## config.mk

```make
export PLATFORM = sky130hd
export DESIGN_NAME = link_session_loss_monitor_core
export DESIGN_NICKNAME = d
export VERILOG_FILES = /design/src/hw/rtl/slsm_pkg.sv /design/src/hw/rtl/slsm_cfg.sv /design/src/hw/rtl/slsm_session.sv /design/src/hw/rtl/slsm_stats.sv /design/src/hw/rtl/link_session_loss_monitor_core.sv
export SDC_FILE = /design/constraint.sdc
export NUM_CORES = 1
export LEC_CHECK = 0
export BUFFER_PORTS_ARGS = -buffer_cell sky130_fd_sc_hd__buf_2
export CORE_MARGIN = 1.5
export CORE_UTILIZATION = 45
export CTS_CLUSTER_DIAMETER = 30
export DETAILED_ROUTE_END_ITERATION = 8
export PLACE_DENSITY = 0.71
export SETUP_SLACK_MARGIN = 0.15
export SYNTH_ARGS = -nofsm -noshare
export SYNTH_HDL_FRONTEND = slang
export SYNTH_SLANG_ARGS = --single-unit
```

## constraint.sdc

```tcl
create_clock -name i_clk -period 16 [get_ports i_clk]
set_input_delay 1.6 -clock i_clk [delete_from_list [all_inputs] [get_ports i_clk]]
set_output_delay 1.6 -clock i_clk [all_outputs]
set_load 0.02 [all_outputs]
```

## src/hw/rtl/slsm_pkg.sv

```systemverilog
// types and constants of the link session loss monitor
package slsm_pkg;

    typedef enum logic [2:0] {
        OP_RX_OK            = 3'd0,
        OP_RX_BAD           = 3'd1,
        OP_TX_PACKET        = 3'd2,
        OP_RX_INCOMPLETE    = 3'd3,
        OP_LISTEN_TIMEOUT   = 3'd4,
        OP_TX_TRIGGER_FAIL  = 3'd5,
        OP_READ_COUNTER     = 3'd6
    } t_op;

    localparam int unsigned CFG_IDX_W = 3;
    localparam int unsigned CFG_DATA_W = 16;

    localparam logic [CFG_IDX_W-1:0] CFG_SYNC_LOSS_TURNS = 3'd0;
    localparam logic [CFG_IDX_W-1:0] CFG_KEEPALIVE_SEQ   = 3'd1;
    localparam logic [CFG_IDX_W-1:0] CFG_KEEPALIVE_LEN   = 3'd2;
    localparam logic [CFG_IDX_W-1:0] CFG_METADATA_LEN    = 3'd3;
    localparam logic [CFG_IDX_W-1:0] CFG_MAX_LEN         = 3'd4;

    localparam int unsigned NUM_COUNTERS = 9;
    localparam logic [3:0] CNT_LOST   = 4'd0;
    localparam logic [3:0] CNT_B1     = 4'd1;
    localparam logic [3:0] CNT_B2     = 4'd2;
    localparam logic [3:0] CNT_B34    = 4'd3;
    localparam logic [3:0] CNT_B5     = 4'd4;
    localparam logic [3:0] CNT_MAX    = 4'd5;
    localparam logic [3:0] CNT_OUTAGE = 4'd6;
    localparam logic [3:0] CNT_RXINC  = 4'd7;
    localparam logic [3:0] CNT_TXFAIL = 4'd8;

    typedef struct packed {
        logic [2:0]  operation;
        logic [7:0]  packet_length;
        logic [15:0] sequence_req;
        logic [3:0]  counter_index;
    } t_in;

    typedef struct packed {
        logic        in_service;
        logic        length_ok;
        logic        forwarded;
        logic [14:0] gap;
        logic [15:0] tx_sequence;
        logic        tx_assigned;
        logic        outage;
        logic [31:0] counter_value;
    } t_out;

    typedef struct packed {
        logic [7:0]  sync_loss_turns;
        logic [15:0] keepalive_seq;
        logic [7:0]  keepalive_len;
        logic [7:0]  metadata_len;
        logic [7:0]  max_len;
    } t_cfg;

    // statistics events of one committed item
    typedef struct packed {
        logic        gap_hit;
        logic [14:0] gap;
        logic        outage;
        logic        rx_incomplete;
        logic        tx_fail;
        logic        rd_en;
        logic [3:0]  rd_index;
    } t_stat_evt;

endpackage

```

## src/hw/rtl/slsm_cfg.sv

```systemverilog
// configuration registers of the link session loss monitor
module slsm_cfg (
    input  logic                                i_clk,
    input  logic                                i_rst_n,
    input  logic                                i_cfg_valid,
    output logic                                o_cfg_ready,
    input  logic [slsm_pkg::CFG_IDX_W-1:0]      i_cfg_index,
    input  logic [slsm_pkg::CFG_DATA_W-1:0]     i_cfg_data,
    output slsm_pkg::t_cfg                      o_cfg
);

    slsm_pkg::t_cfg r_cfg;

    assign o_cfg_ready = 1'b1;
    assign o_cfg       = r_cfg;

    always_ff @(posedge i_clk) begin
        if (!i_rst_n) begin
            r_cfg.sync_loss_turns <= 8'd8;
            r_cfg.keepalive_seq   <= 16'hFFFF;
            r_cfg.keepalive_len   <= 8'd4;
            r_cfg.metadata_len    <= 8'd3;
            r_cfg.max_len         <= 8'd255;
        end else if (i_cfg_valid) begin
            // unknown indexes are dropped
            if (i_cfg_index == slsm_pkg::CFG_SYNC_LOSS_TURNS) begin
                r_cfg.sync_loss_turns <= i_cfg_data[7:0];
            end
            if (i_cfg_index == slsm_pkg::CFG_KEEPALIVE_SEQ) begin
                r_cfg.keepalive_seq <= i_cfg_data[15:0];
            end
            if (i_cfg_index == slsm_pkg::CFG_KEEPALIVE_LEN) begin
                r_cfg.keepalive_len <= i_cfg_data[7:0];
            end
            if (i_cfg_index == slsm_pkg::CFG_METADATA_LEN) begin
                r_cfg.metadata_len <= i_cfg_data[7:0];
            end
            if (i_cfg_index == slsm_pkg::CFG_MAX_LEN) begin
                r_cfg.max_len <= i_cfg_data[7:0];
            end
        end
    end

endmodule

```

## src/hw/rtl/slsm_session.sv

```systemverilog
// session state, sequence tracking and per-item result of the monitor
module slsm_session (
    input  logic                 i_clk,
    input  logic                 i_rst_n,
    input  logic                 i_commit,
    input  slsm_pkg::t_in        i_item,
    input  slsm_pkg::t_cfg       i_cfg,
    output slsm_pkg::t_out       o_res,
    output slsm_pkg::t_stat_evt  o_evt
);

    logic        r_service_on;
    logic [7:0]  r_miss_count;
    logic [15:0] r_next_tx;
    logic [15:0] r_last_rx;
    logic        r_have_last_rx;

    logic        n_service_on;
    logic [7:0]  n_miss_count;
    logic [15:0] n_next_tx;
    logic [15:0] n_last_rx;
    logic        n_have_last_rx;

    logic        len_valid;
    logic        keep;
    logic [15:0] expect_rx;
    logic [15:0] tx_adv;
    logic [15:0] delta;
    logic        gap_hit;
    logic [7:0]  miss_inc;

    // next number, stepping over the keepalive number
    function automatic logic [15:0] advance(input logic [15:0] n, input logic [15:0] ka);
        logic [15:0] n1;
        n1 = n + 16'd1;
        if (n1 == ka) begin
            n1 = n1 + 16'd1;
        end
        return n1;
    endfunction

    assign len_valid = (i_item.packet_length > i_cfg.metadata_len)
                    && (i_item.packet_length <= i_cfg.max_len);
    assign keep      = (i_item.packet_length == i_cfg.keepalive_len)
                    && (i_item.sequence_req == i_cfg.keepalive_seq);
    assign expect_rx = advance(r_last_rx, i_cfg.keepalive_seq);
    assign tx_adv    = advance(r_next_tx, i_cfg.keepalive_seq);
    assign delta     = i_item.sequence_req - expect_rx;
    assign gap_hit   = r_have_last_rx && (delta != 16'd0) && !delta[15];
    assign miss_inc  = r_miss_count + 8'd1;

    always_comb begin
        n_service_on   = r_service_on;
        n_miss_count   = r_miss_count;
        n_next_tx      = r_next_tx;
        n_last_rx      = r_last_rx;
        n_have_last_rx = r_have_last_rx;
        o_res          = '0;
        o_evt          = '0;
        o_evt.rd_index = i_item.counter_index;

        unique case (slsm_pkg::t_op'(i_item.operation))
            slsm_pkg::OP_RX_OK: begin
                if (len_valid) begin
                    o_res.length_ok = 1'b1;
                    n_miss_count    = 8'd0;
                    n_service_on    = 1'b1;
                    if (!keep) begin
                        o_res.forwarded = 1'b1;
                        if (gap_hit) begin
                            o_res.gap     = delta[14:0];
                            o_evt.gap_hit = 1'b1;
                            o_evt.gap     = delta[14:0];
                        end
                        n_last_rx      = i_item.sequence_req;
                        n_have_last_rx = 1'b1;
                    end
                end
            end
            slsm_pkg::OP_RX_BAD: begin
                n_miss_count = 8'd0;
            end
            slsm_pkg::OP_TX_PACKET: begin
                if (len_valid) begin
                    o_res.length_ok   = 1'b1;
                    o_res.tx_assigned = 1'b1;
                    o_res.tx_sequence = r_next_tx;
                    n_next_tx         = tx_adv;
                end
            end
            slsm_pkg::OP_RX_INCOMPLETE: begin
                o_evt.rx_incomplete = 1'b1;
                n_miss_count        = 8'd0;
            end
            slsm_pkg::OP_LISTEN_TIMEOUT: begin
                if (r_service_on) begin
                    if (miss_inc >= i_cfg.sync_loss_turns) begin
                        o_res.outage   = 1'b1;
                        o_evt.outage   = 1'b1;
                        n_service_on   = 1'b0;
                        n_miss_count   = 8'd0;
                        n_have_last_rx = 1'b0;
                    end else begin
                        n_miss_count = miss_inc;
                    end
                end
            end
            slsm_pkg::OP_TX_TRIGGER_FAIL: begin
                o_evt.tx_fail  = 1'b1;
                o_res.outage   = r_service_on;
                o_evt.outage   = r_service_on;
                n_service_on   = 1'b0;
                n_miss_count   = 8'd0;
                n_have_last_rx = 1'b0;
            end
            slsm_pkg::OP_READ_COUNTER: begin
                o_evt.rd_en = 1'b1;
            end
            default: begin
            end
        endcase

        o_res.in_service = n_service_on;
    end

    always_ff @(posedge i_clk) begin
        if (!i_rst_n) begin
            r_service_on   <= 1'b0;
            r_miss_count   <= 8'd0;
            r_next_tx      <= 16'd0;
            r_last_rx      <= 16'd0;
            r_have_last_rx <= 1'b0;
        end else if (i_commit) begin
            r_service_on   <= n_service_on;
            r_miss_count   <= n_miss_count;
            r_next_tx      <= n_next_tx;
            r_last_rx      <= n_last_rx;
            r_have_last_rx <= n_have_last_rx;
        end
    end

endmodule

```

## src/hw/rtl/slsm_stats.sv

```systemverilog
// statistics counters and counter read of the monitor
module slsm_stats (
    input  logic                 i_clk,
    input  logic                 i_rst_n,
    input  logic                 i_commit,
    input  slsm_pkg::t_stat_evt  i_evt,
    output logic [31:0]          o_rd_value
);

    logic [31:0] r_cnt [slsm_pkg::NUM_COUNTERS];
    logic [31:0] gap_ext;
    logic [3:0]  bin;

    assign gap_ext = {17'd0, i_evt.gap};

    always_comb begin
        priority if (i_evt.gap == 15'd1) begin
            bin = slsm_pkg::CNT_B1;
        end else if (i_evt.gap == 15'd2) begin
            bin = slsm_pkg::CNT_B2;
        end else if (i_evt.gap <= 15'd4) begin
            bin = slsm_pkg::CNT_B34;
        end else begin
            bin = slsm_pkg::CNT_B5;
        end
    end

    assign o_rd_value = (i_evt.rd_en && (i_evt.rd_index < 4'(slsm_pkg::NUM_COUNTERS)))
                      ? r_cnt[i_evt.rd_index] : 32'd0;

    always_ff @(posedge i_clk) begin
        if (!i_rst_n) begin
            for (int k = 0; k < slsm_pkg::NUM_COUNTERS; k++) begin
                r_cnt[k] <= 32'd0;
            end
        end else if (i_commit) begin
            if (i_evt.gap_hit) begin
                r_cnt[slsm_pkg::CNT_LOST] <= r_cnt[slsm_pkg::CNT_LOST] + gap_ext;
                r_cnt[bin]                <= r_cnt[bin] + 32'd1;
                if (gap_ext > r_cnt[slsm_pkg::CNT_MAX]) begin
                    r_cnt[slsm_pkg::CNT_MAX] <= gap_ext;
                end
            end
            if (i_evt.outage) begin
                r_cnt[slsm_pkg::CNT_OUTAGE] <= r_cnt[slsm_pkg::CNT_OUTAGE] + 32'd1;
            end
            if (i_evt.rx_incomplete) begin
                r_cnt[slsm_pkg::CNT_RXINC] <= r_cnt[slsm_pkg::CNT_RXINC] + 32'd1;
            end
            if (i_evt.tx_fail) begin
                r_cnt[slsm_pkg::CNT_TXFAIL] <= r_cnt[slsm_pkg::CNT_TXFAIL] + 32'd1;
            end
        end
    end

endmodule

```

## src/hw/rtl/link_session_loss_monitor_core.sv

```systemverilog
// top level of the link session loss monitor
// Radio link session monitor. Each input transaction carries one radio event
// (rx ok, rx bad, tx packet, rx incomplete, listen timeout, tx trigger failed,
// counter read) and yields exactly one result transaction with the service
// state, length check, forward flag, sequence gap, assigned tx number, outage
// flag and, on a counter read, the selected 32-bit statistics counter.
// An event is captured in an input register, the whole state update is done
// in one pass of logic, and the result lands in an output register: one
// transaction per clock sustained while the receiver does not stall. The
// session registers and the nine counters update in that single pass, which
// sets the rate. Configuration writes are taken at any time (ready is always
// high) and should only be issued while the block is idle.
module link_session_loss_monitor_core (
    input  logic                                i_clk,
    input  logic                                i_rst_n,
    // input transactions
    input  logic                                i_in_valid,
    output logic                                o_in_ready,
    input  slsm_pkg::t_in                       i_in_data,
    // result transactions
    output logic                                o_out_valid,
    input  logic                                i_out_ready,
    output slsm_pkg::t_out                      o_out_data,
    // configuration writes
    input  logic                                i_cfg_valid,
    output logic                                o_cfg_ready,
    input  logic [slsm_pkg::CFG_IDX_W-1:0]      i_cfg_index,
    input  logic [slsm_pkg::CFG_DATA_W-1:0]     i_cfg_data
);

    slsm_pkg::t_cfg      cfg;
    slsm_pkg::t_out      sess_res;
    slsm_pkg::t_out      res;
    slsm_pkg::t_stat_evt evt;
    logic [31:0]         cnt_value;

    logic                r_in_valid;
    slsm_pkg::t_in       r_in;
    logic                r_out_valid;
    slsm_pkg::t_out      r_out;

    logic                advance;
    logic                in_take;

    // the held event moves on when the result register is free or draining
    assign advance    = r_in_valid && (!r_out_valid || i_out_ready);
    assign o_in_ready = !r_in_valid || advance;
    assign in_take    = i_in_valid && o_in_ready;

    assign o_out_valid = r_out_valid;
    assign o_out_data  = r_out;

    slsm_cfg u_cfg (
        .i_clk       (i_clk),
        .i_rst_n     (i_rst_n),
        .i_cfg_valid (i_cfg_valid),
        .o_cfg_ready (o_cfg_ready),
        .i_cfg_index (i_cfg_index),
        .i_cfg_data  (i_cfg_data),
        .o_cfg       (cfg)
    );

    // session state and per-event decisions, committed only on advance
    slsm_session u_session (
        .i_clk    (i_clk),
        .i_rst_n  (i_rst_n),
        .i_commit (advance),
        .i_item   (r_in),
        .i_cfg    (cfg),
        .o_res    (sess_res),
        .o_evt    (evt)
    );

    // counters see the same commit so reads reflect all earlier events
    slsm_stats u_stats (
        .i_clk      (i_clk),
        .i_rst_n    (i_rst_n),
        .i_commit   (advance),
        .i_evt      (evt),
        .o_rd_value (cnt_value)
    );

    always_comb begin
        res               = sess_res;
        res.counter_value = cnt_value;
    end

    // input register
    always_ff @(posedge i_clk) begin
        if (!i_rst_n) begin
            r_in_valid <= 1'b0;
        end else if (in_take) begin
            r_in_valid <= 1'b1;
        end else if (advance) begin
            r_in_valid <= 1'b0;
        end
    end

    always_ff @(posedge i_clk) begin
        if (in_take) begin
            r_in <= i_in_data;
        end
    end

    // result register
    always_ff @(posedge i_clk) begin
        if (!i_rst_n) begin
            r_out_valid <= 1'b0;
        end else if (advance) begin
            r_out_valid <= 1'b1;
        end else if (i_out_ready) begin
            r_out_valid <= 1'b0;
        end
    end

    always_ff @(posedge i_clk) begin
        if (advance) begin
            r_out <= res;
        end
    end

endmodule

```

==> flow_metrics.py, run 1 <==
metrics = {
    "run_status": {
        "status": "finished clean",
    },
    "clocking": {
        "clockRootBuffer": "clkbuf_16",
        "postCtsSetupRepairBufs": 0,
        "cts_resized": 0,
        "cts_max_path_buffers": 3,
        "h-tree-depth": 3,
        "cts_buffers": 107,
        "cts_tree": "yes",
        "cts.clk_slew.worst_paths_ns": 0.05,
        "cts.sinks": 479,
        "cts_hold_buf": 0,
        "worstSkewPairLatency_ns": 0.66,
    },
    "logic_synthesis": {
        "async_reset_ff_share_pct": 0,
        "ys_seq_area_share_pct": 48.9,
        "syn_inst": 2647,
        "ys_types": 96,
        "synthFlopType": "edfxtp_1",
        "yosysTopAreaCellShare_pct": 42.2,
        "synth-seq-cells": 479,
        "syn-cell-area_sq_mm": 0.0275,
        "synth_edf_count": 387,
        "synthTopCellsByArea": "edfxtp_1, dfxtp_1, nor2_1",
        "syn_avg_cell_area_sq_um": 10.4,
        "synth.largest_area_cell": "edfxtp_1",
        "ys_warn_count": 0,
    },
    "power_and_ir_drop": {
        "power_density_mw_per_mm2": 122,
        "leakagePower_uw": 0.0120,
        "internal_power_uw": 3050,
        "comb_power_share_pct": 6.1,
        "power_uw": 4000,
        "p_sw_uw": 950,
        "ir_drop_v": 0.000111,
        "p_sw_share_pct": 23.8,
        "clock_power_share_pct": 57.7,
        "pwr-share-seq_pct": 36.1,
    },
    "sta": {
        "finalSetupViolations": 0,
        "slew_violations": 0,
        "worst_pin_slew_ns": 1.35,
        "tns_ns": 0,
        "period_share_pct": 64.3,
        "final_hold_viol_count": 0,
        "fmax_mhz": 97.2,
        "rsz0062_at_grt": "no",
        "fin_worst_skew_ns": 0.0678,
        "period_needed_ns": 10.29,
        "relSlewSlack_pct": 9.76,
    },
    "floorplanning": {
        "io_pins": 126,
        "initial_core_util_pct": 45.6,
        "die_x_um": 250,
        "die_y_um": 250,
        "die_area_sq_mm": 0.0627,
        "placementRows": 90,
        "coreArea_sq_mm": 0.0604,
    },
    "run": {
        "cap_violations": 0,
    },
    "critical_path": {
        "cp_data_required_time_ns": 16.39,
        "critPathSlowestCell": "a21oi_1",
        "path_class": "reg -> reg",
        "crit_path_max_fanout": 16,
        "critPathBufInv": 3,
        "cp_slowest_stage_delay_ns": 1.10,
        "crit_arrival_ns": 10.68,
        "setup.worst_path.start_class": "register",
        "setup.worst_path.end_class": "register",
        "crit_family": "simple AND/OR/NAND/NOR gates",
    },
    "grt": {
        "antenna_found_initial": 0,
        "overflow": 0,
        "grt_max_degree": 98,
        "grt_pass1_wl_mm": 123,
        "grt_usage_pct": 25.1,
        "first_global_vias": 21500,
    },
    "detailed_routing": {
        "via_count": 21600,
        "wl_mm": 79.3,
        "routedWlPerCell_um": 21.6,
        "initialDrtViolationCount": 2113,
        "drtPass1Iterations": 6,
        "routed_via_density": 5.90,
        "drc": 0,
        "antenna_left": 0,
    },
    "placed_design": {
        "portBuffers": 124,
        "place_hpwl_mm": 55.0,
        "gp_congestion": 0.940,
    },
    "cells_and_area": {
        "drive_gt1_share_pct": 15.6,
        "syn2layout_area_growth_pct": 19.1,
        "nNetsFinal": 2925,
        "fillCellCount": 5094,
    },
    "hold_path": {
        "hp-class": "reg -> reg",
    },
}
-- cell type report --
type,count,area [sq um],area share (%)
antenna,1,2.50,0.00763
clock buffer,126,2820,8.61
clock inverter,76,1020,3.12
inverter,74,278,0.847
multi-input combinational,1970,13300,40.7
sequential,479,13500,41.1
tap,782,978,2.99
timing repair buffer,157,868,2.65
-- Yosys cell counts, types with 37 or more instances --
cell	count
a21oi_1	105
nand3_1	109
dfxtp_1	92
nor2_1	429
inv_1	73
ha_1	79
nand4_1	37
mux2i_1	63
nand2_1	215
nor2b_1	42
mux4_2	64
nor3_1	44
xnor2_1	133
and2_1	58
clkbuf_1	103
edfxtp_1	387
o21ai_0	67
xor2_1	126
and3_1	43
-- cell families after synthesis --
family	Yosys count	share of synthesized area, %
buffers and inverters	214	3.07
adder cells (fa/ha/maj)	81	3.74
multiplexers	137	7.98
XOR/XNOR	261	8.40
other	2	0.0273
flip-flops	479	48.9
AO/OA/AOI/OAI	371	8.84
AND/OR/NAND/NOR	1102	19.0
-- cells in the final DEF, fill, tap and decap left out, types with 92 or more instances in the layout --
cell type / n
a21oi_1: 105
nand3_1: 109
xor2_1: 126
buf_2: 124
dfxtp_1: 92
edfxtp_1: 387
nor2_1: 429
clkbuf_16: 109
xnor2_1: 133
nand2_1: 213
-- worst register-to-register path, delay by kind of cell (launching register included) --
family                     cells  cell delay [ns]
and+or+nand+nor               13             3.82
AOI/OAI and AO/OA             11             3.34
adders and majority gates      2             1.02
buffers and inverters          3             0.65
DFF                            1             0.50
xor gates and xnor gates       2             0.43
muxes                          1             0.24
-- stage by stage --
stage | util (%) | worst slack (ns) | hold WS, ns | cells | cell area [sq um]
global route | 54.3 | 4.90 | 0.483 | 3664 | 32800
CTS | 54.3 | 5.93 | 0.467 | 3664 | 32800
detailed placement | 47.9 | 5.99 | 0.460 | 3462 | 28900
floorplan | - | 5.56 | 0.443 | 2663 | 27600
finish | 54.3 | 5.71 | 0.461 | 3665 | 32800
global placement | 47.9 | 6.18 | 0.455 | 3462 | 28900
-- flip-flops by register name, indices dropped and copies added (netlist names), 8 cells and up --
| signal | count |
|---|---|
| u_cfg.o_cfg | 48 |
| u_session.r_last_rx | 16 |
| r_in | 31 |
| u_session.r_next_tx | 16 |
| o_out_data | 68 |
| u_stats.r_cnt | 288 |
| u_session.r_miss_count | 8 |
-- metal layers --
layer,part of all wire [%],track usage (%)
met5,0,0
met4,3.2,9.59
met3,8.9,6.11
met2,47,40.3
met1,41,33.0
-- worst paths after layout --
| path | startpoint | end | slack, ns | cells after the start |
|---|---|---|---|---|
| setup / recovery | u_session.r_last_rx[0]$_SDFFE_PN0P_ | u_stats.r_cnt[3][22]$_DFFE_PP_ | 5.71 | 32 |
| hold / removal | u_cfg.o_cfg[14]$_SDFFE_PN0P_ | u_cfg.o_cfg[14]$_SDFFE_PN0P_ | 0.46 | 2 |
| setup reg to reg | u_session.r_last_rx[0]$_SDFFE_PN0P_ | u_stats.r_cnt[3][22]$_DFFE_PP_ | 5.71 | 32 |
| hold reg to reg | u_cfg.o_cfg[14]$_SDFFE_PN0P_ | u_cfg.o_cfg[14]$_SDFFE_PN0P_ | 0.46 | 2 |
-- power by group through the flow --
stage | sequential (uW) | clock (uW) | combinational (uW)
2_1_floorplan | 1450 | 0 | 160
3_3_place_gp | 1460 | 0 | 237
3_5_place_dp | 1460 | 0 | 241
4_1_cts | 1440 | 2330 | 243
5_1_grt | 1450 | 2380 | 266
6_report | 1440 | 2310 | 245
Note: power is estimated with default switching activity, not from simulation.
==> run 2, diff against run 1 <==
==> constraint.sdc (replaced) <==
create_clock -name i_clk -period 9.8 [get_ports i_clk]
set_input_delay 0.98 -clock i_clk [delete_from_list [all_inputs] [get_ports i_clk]]
set_output_delay 0.98 -clock i_clk [all_outputs]
set_load 0.02 [all_outputs]
==> run 2 against run 1 <==
Utilization is 0.44 points higher. Worst hold slack improved by 0.0083 ns. Largest power group unchanged. Sequential share of layout area down 0.30 points. Non-clock buffer count grew 22. Global-route usage is 0.056 points lower. Largest cell class unchanged. Flip-flop and latch count is the same. Routed wire length up 0.14%. Cell count increased by 0.63%. Clock power rose by 60%.
==> flow_metrics.py, run 2 (synthesis results as in run 1) <==
metrics = {
    "placed_design": {
        "place_hpwl_mm": 55.8,
        "gp_congestion": 0.940,
        "portBuffers": 124,
    },
    "clocking": {
        "cts_hold_buf": 0,
        "cts.sinks": 479,
        "clockRootBuffer": "clkbuf_16",
        "cts_buffers": 108,
        "cts_max_path_buffers": 3,
        "cts.clk_slew.worst_paths_ns": 0.06,
        "worstSkewPairLatency_ns": 0.66,
        "cts_tree": "yes",
        "h-tree-depth": 3,
    },
    "detailed_routing": {
        "routedWlPerCell_um": 21.5,
        "initialDrtViolationCount": 2215,
        "antenna_left": 0,
        "drc": 0,
        "via_count": 21700,
        "routed_via_density": 5.88,
        "drtPass1Iterations": 6,
        "wl_mm": 79.4,
    },
    "power_and_ir_drop": {
        "ir_drop_v": 0.000127,
        "power_density_mw_per_mm2": 196,
        "leakagePower_uw": 0.0122,
    },
    "cells_and_area": {
        "syn2layout_area_growth_pct": 20.0,
        "nNetsFinal": 2948,
        "largest_register": "u_stats.r_cnt",
        "drive_gt1_share_pct": 16.9,
        "fin_util_pct": 54.7,
        "layout_commonest_cell": "nor2_1",
        "diodes": 0,
        "largest_reg_flops": 288,
        "final_cell_mix": "nor2_1, edfxtp_1, nand2_1",
    },
    "floorplanning": {
        "coreArea_sq_mm": 0.0604,
        "placementRows": 90,
        "initial_core_util_pct": 45.6,
        "die_y_um": 250,
        "die_x_um": 250,
        "die_area_sq_mm": 0.0627,
        "io_pins": 126,
    },
    "sta": {
        "rsz0062_at_grt": "no",
        "period_share_pct": 92.0,
        "fmax_mhz": 111,
        "final_hold_viol_count": 0,
        "fin_worst_skew_ns": 0.0361,
        "hold_ws_ns": 0.470,
        "slew_violations": 0,
        "worst_pin_slew_ns": 1.27,
        "relSlewSlack_pct": 14.8,
        "tns_ns": 0,
        "finalSetupViolations": 0,
        "period_needed_ns": 9.02,
    },
    "hold_path": {
        "min_path_cells": 2,
        "hp-class": "reg -> reg",
    },
    "run_status": {
        "status": "finished clean",
    },
    "critical_path": {
        "rr_worst_depth": 36,
        "cp_data_required_time_ns": 10.18,
        "setup.worst_path.end_class": "register",
        "critPathSlowestCell": "or4bb_1",
        "crit_arrival_ns": 9.40,
        "worst_path_most_repeated_cell": "a21oi_1",
        "crit_path_max_fanout": 15,
        "path_class": "reg -> reg",
        "setup.worst_path.start_class": "register",
        "cp_slowest_stage_delay_ns": 0.56,
    },
    "grt": {
        "first_global_vias": 21700,
        "antenna_found_initial": 1,
        "overflow": 0,
        "grt_max_degree": 74,
        "grt_usage_pct": 25.1,
        "grt_pass1_wl_mm": 123,
    },
    "run": {
        "cap_violations": 0,
    },
}
[run 2: per-stage QoR]
| step | setup WS, ns | instances | instance area [sq um] | power (uW) |
|---|---|---|---|---|
| detailed placement | 0.270 | 3483 | 29200 | 2790 |
| finish | 0.779 | 3688 | 33000 | 6460 |
| global placement | 0.490 | 3483 | 29200 | 2780 |
| CTS | 0.222 | 3687 | 33000 | 6480 |
| global route | 0.153 | 3688 | 33000 | 6630 |
| floorplan | 0.825 | 2663 | 27600 | 2640 |
[run 2: timing repair]
| action | in CTS | in global routing |
|---|---|---|
| endpoints found under the setup margin | 0 | 77 |
| buffers inserted | 0 | 1 |
| resized for setup | 0 | 16 |
[run 2: layout make-up]
cell class	count	area (sq um)
clock buffer	125	2900
timing repair buffer	179	1100
inverter	74	278
clock inverter	79	902
fill	5044	27300
tap	782	978
sequential	479	13500
multi-input combinational	1970	13400
[run 2: where the power goes]
group	leakage, uW	internal, uW	switching, uW
clock network	0.00182	2440	1250
logic	0.00575	156	256
registers	0.00465	2280	75.0
[run 2: metal layers]
| layer | up-vias | wire, um | track usage [%] |
|---|---|---|---|
| li1 | 9904 | - | - |
| met1 | 10500 | 33000 | 34.2 |
| met2 | 1097 | 36200 | 39.4 |
| met3 | 166 | 7700 | 4.94 |
| met4 | 0 | 2540 | 9.92 |
| met5 | - | 0 | 0 |
[run 2: final timing paths]
kind	from	end	slack [ns]
setup reg to reg	u_session.r_last_rx[5]$_SDFFE_PN0P_	u_stats.r_cnt[0][17]$_DFFE_PP_	0.78
hold reg to reg	u_cfg.o_cfg[45]$_SDFFE_PN0P_	u_cfg.o_cfg[45]$_SDFFE_PN0P_	0.47
setup / recovery	u_session.r_last_rx[5]$_SDFFE_PN0P_	u_stats.r_cnt[0][17]$_DFFE_PP_	0.78
hold / removal	u_cfg.o_cfg[45]$_SDFFE_PN0P_	u_cfg.o_cfg[45]$_SDFFE_PN0P_	0.47
[run 2: worst max-delay path: cells and delay by family (launching register included)]
kind,cells,cell delay [ns]
AOI/OAI and AO/OA,16,3.52
xor gates and xnor gates,2,0.30
adders and majority gates,2,0.69
buffers and inverters,3,0.46
DFF,1,0.49
muxes,1,0.26
and+or+nand+nor,12,3.01
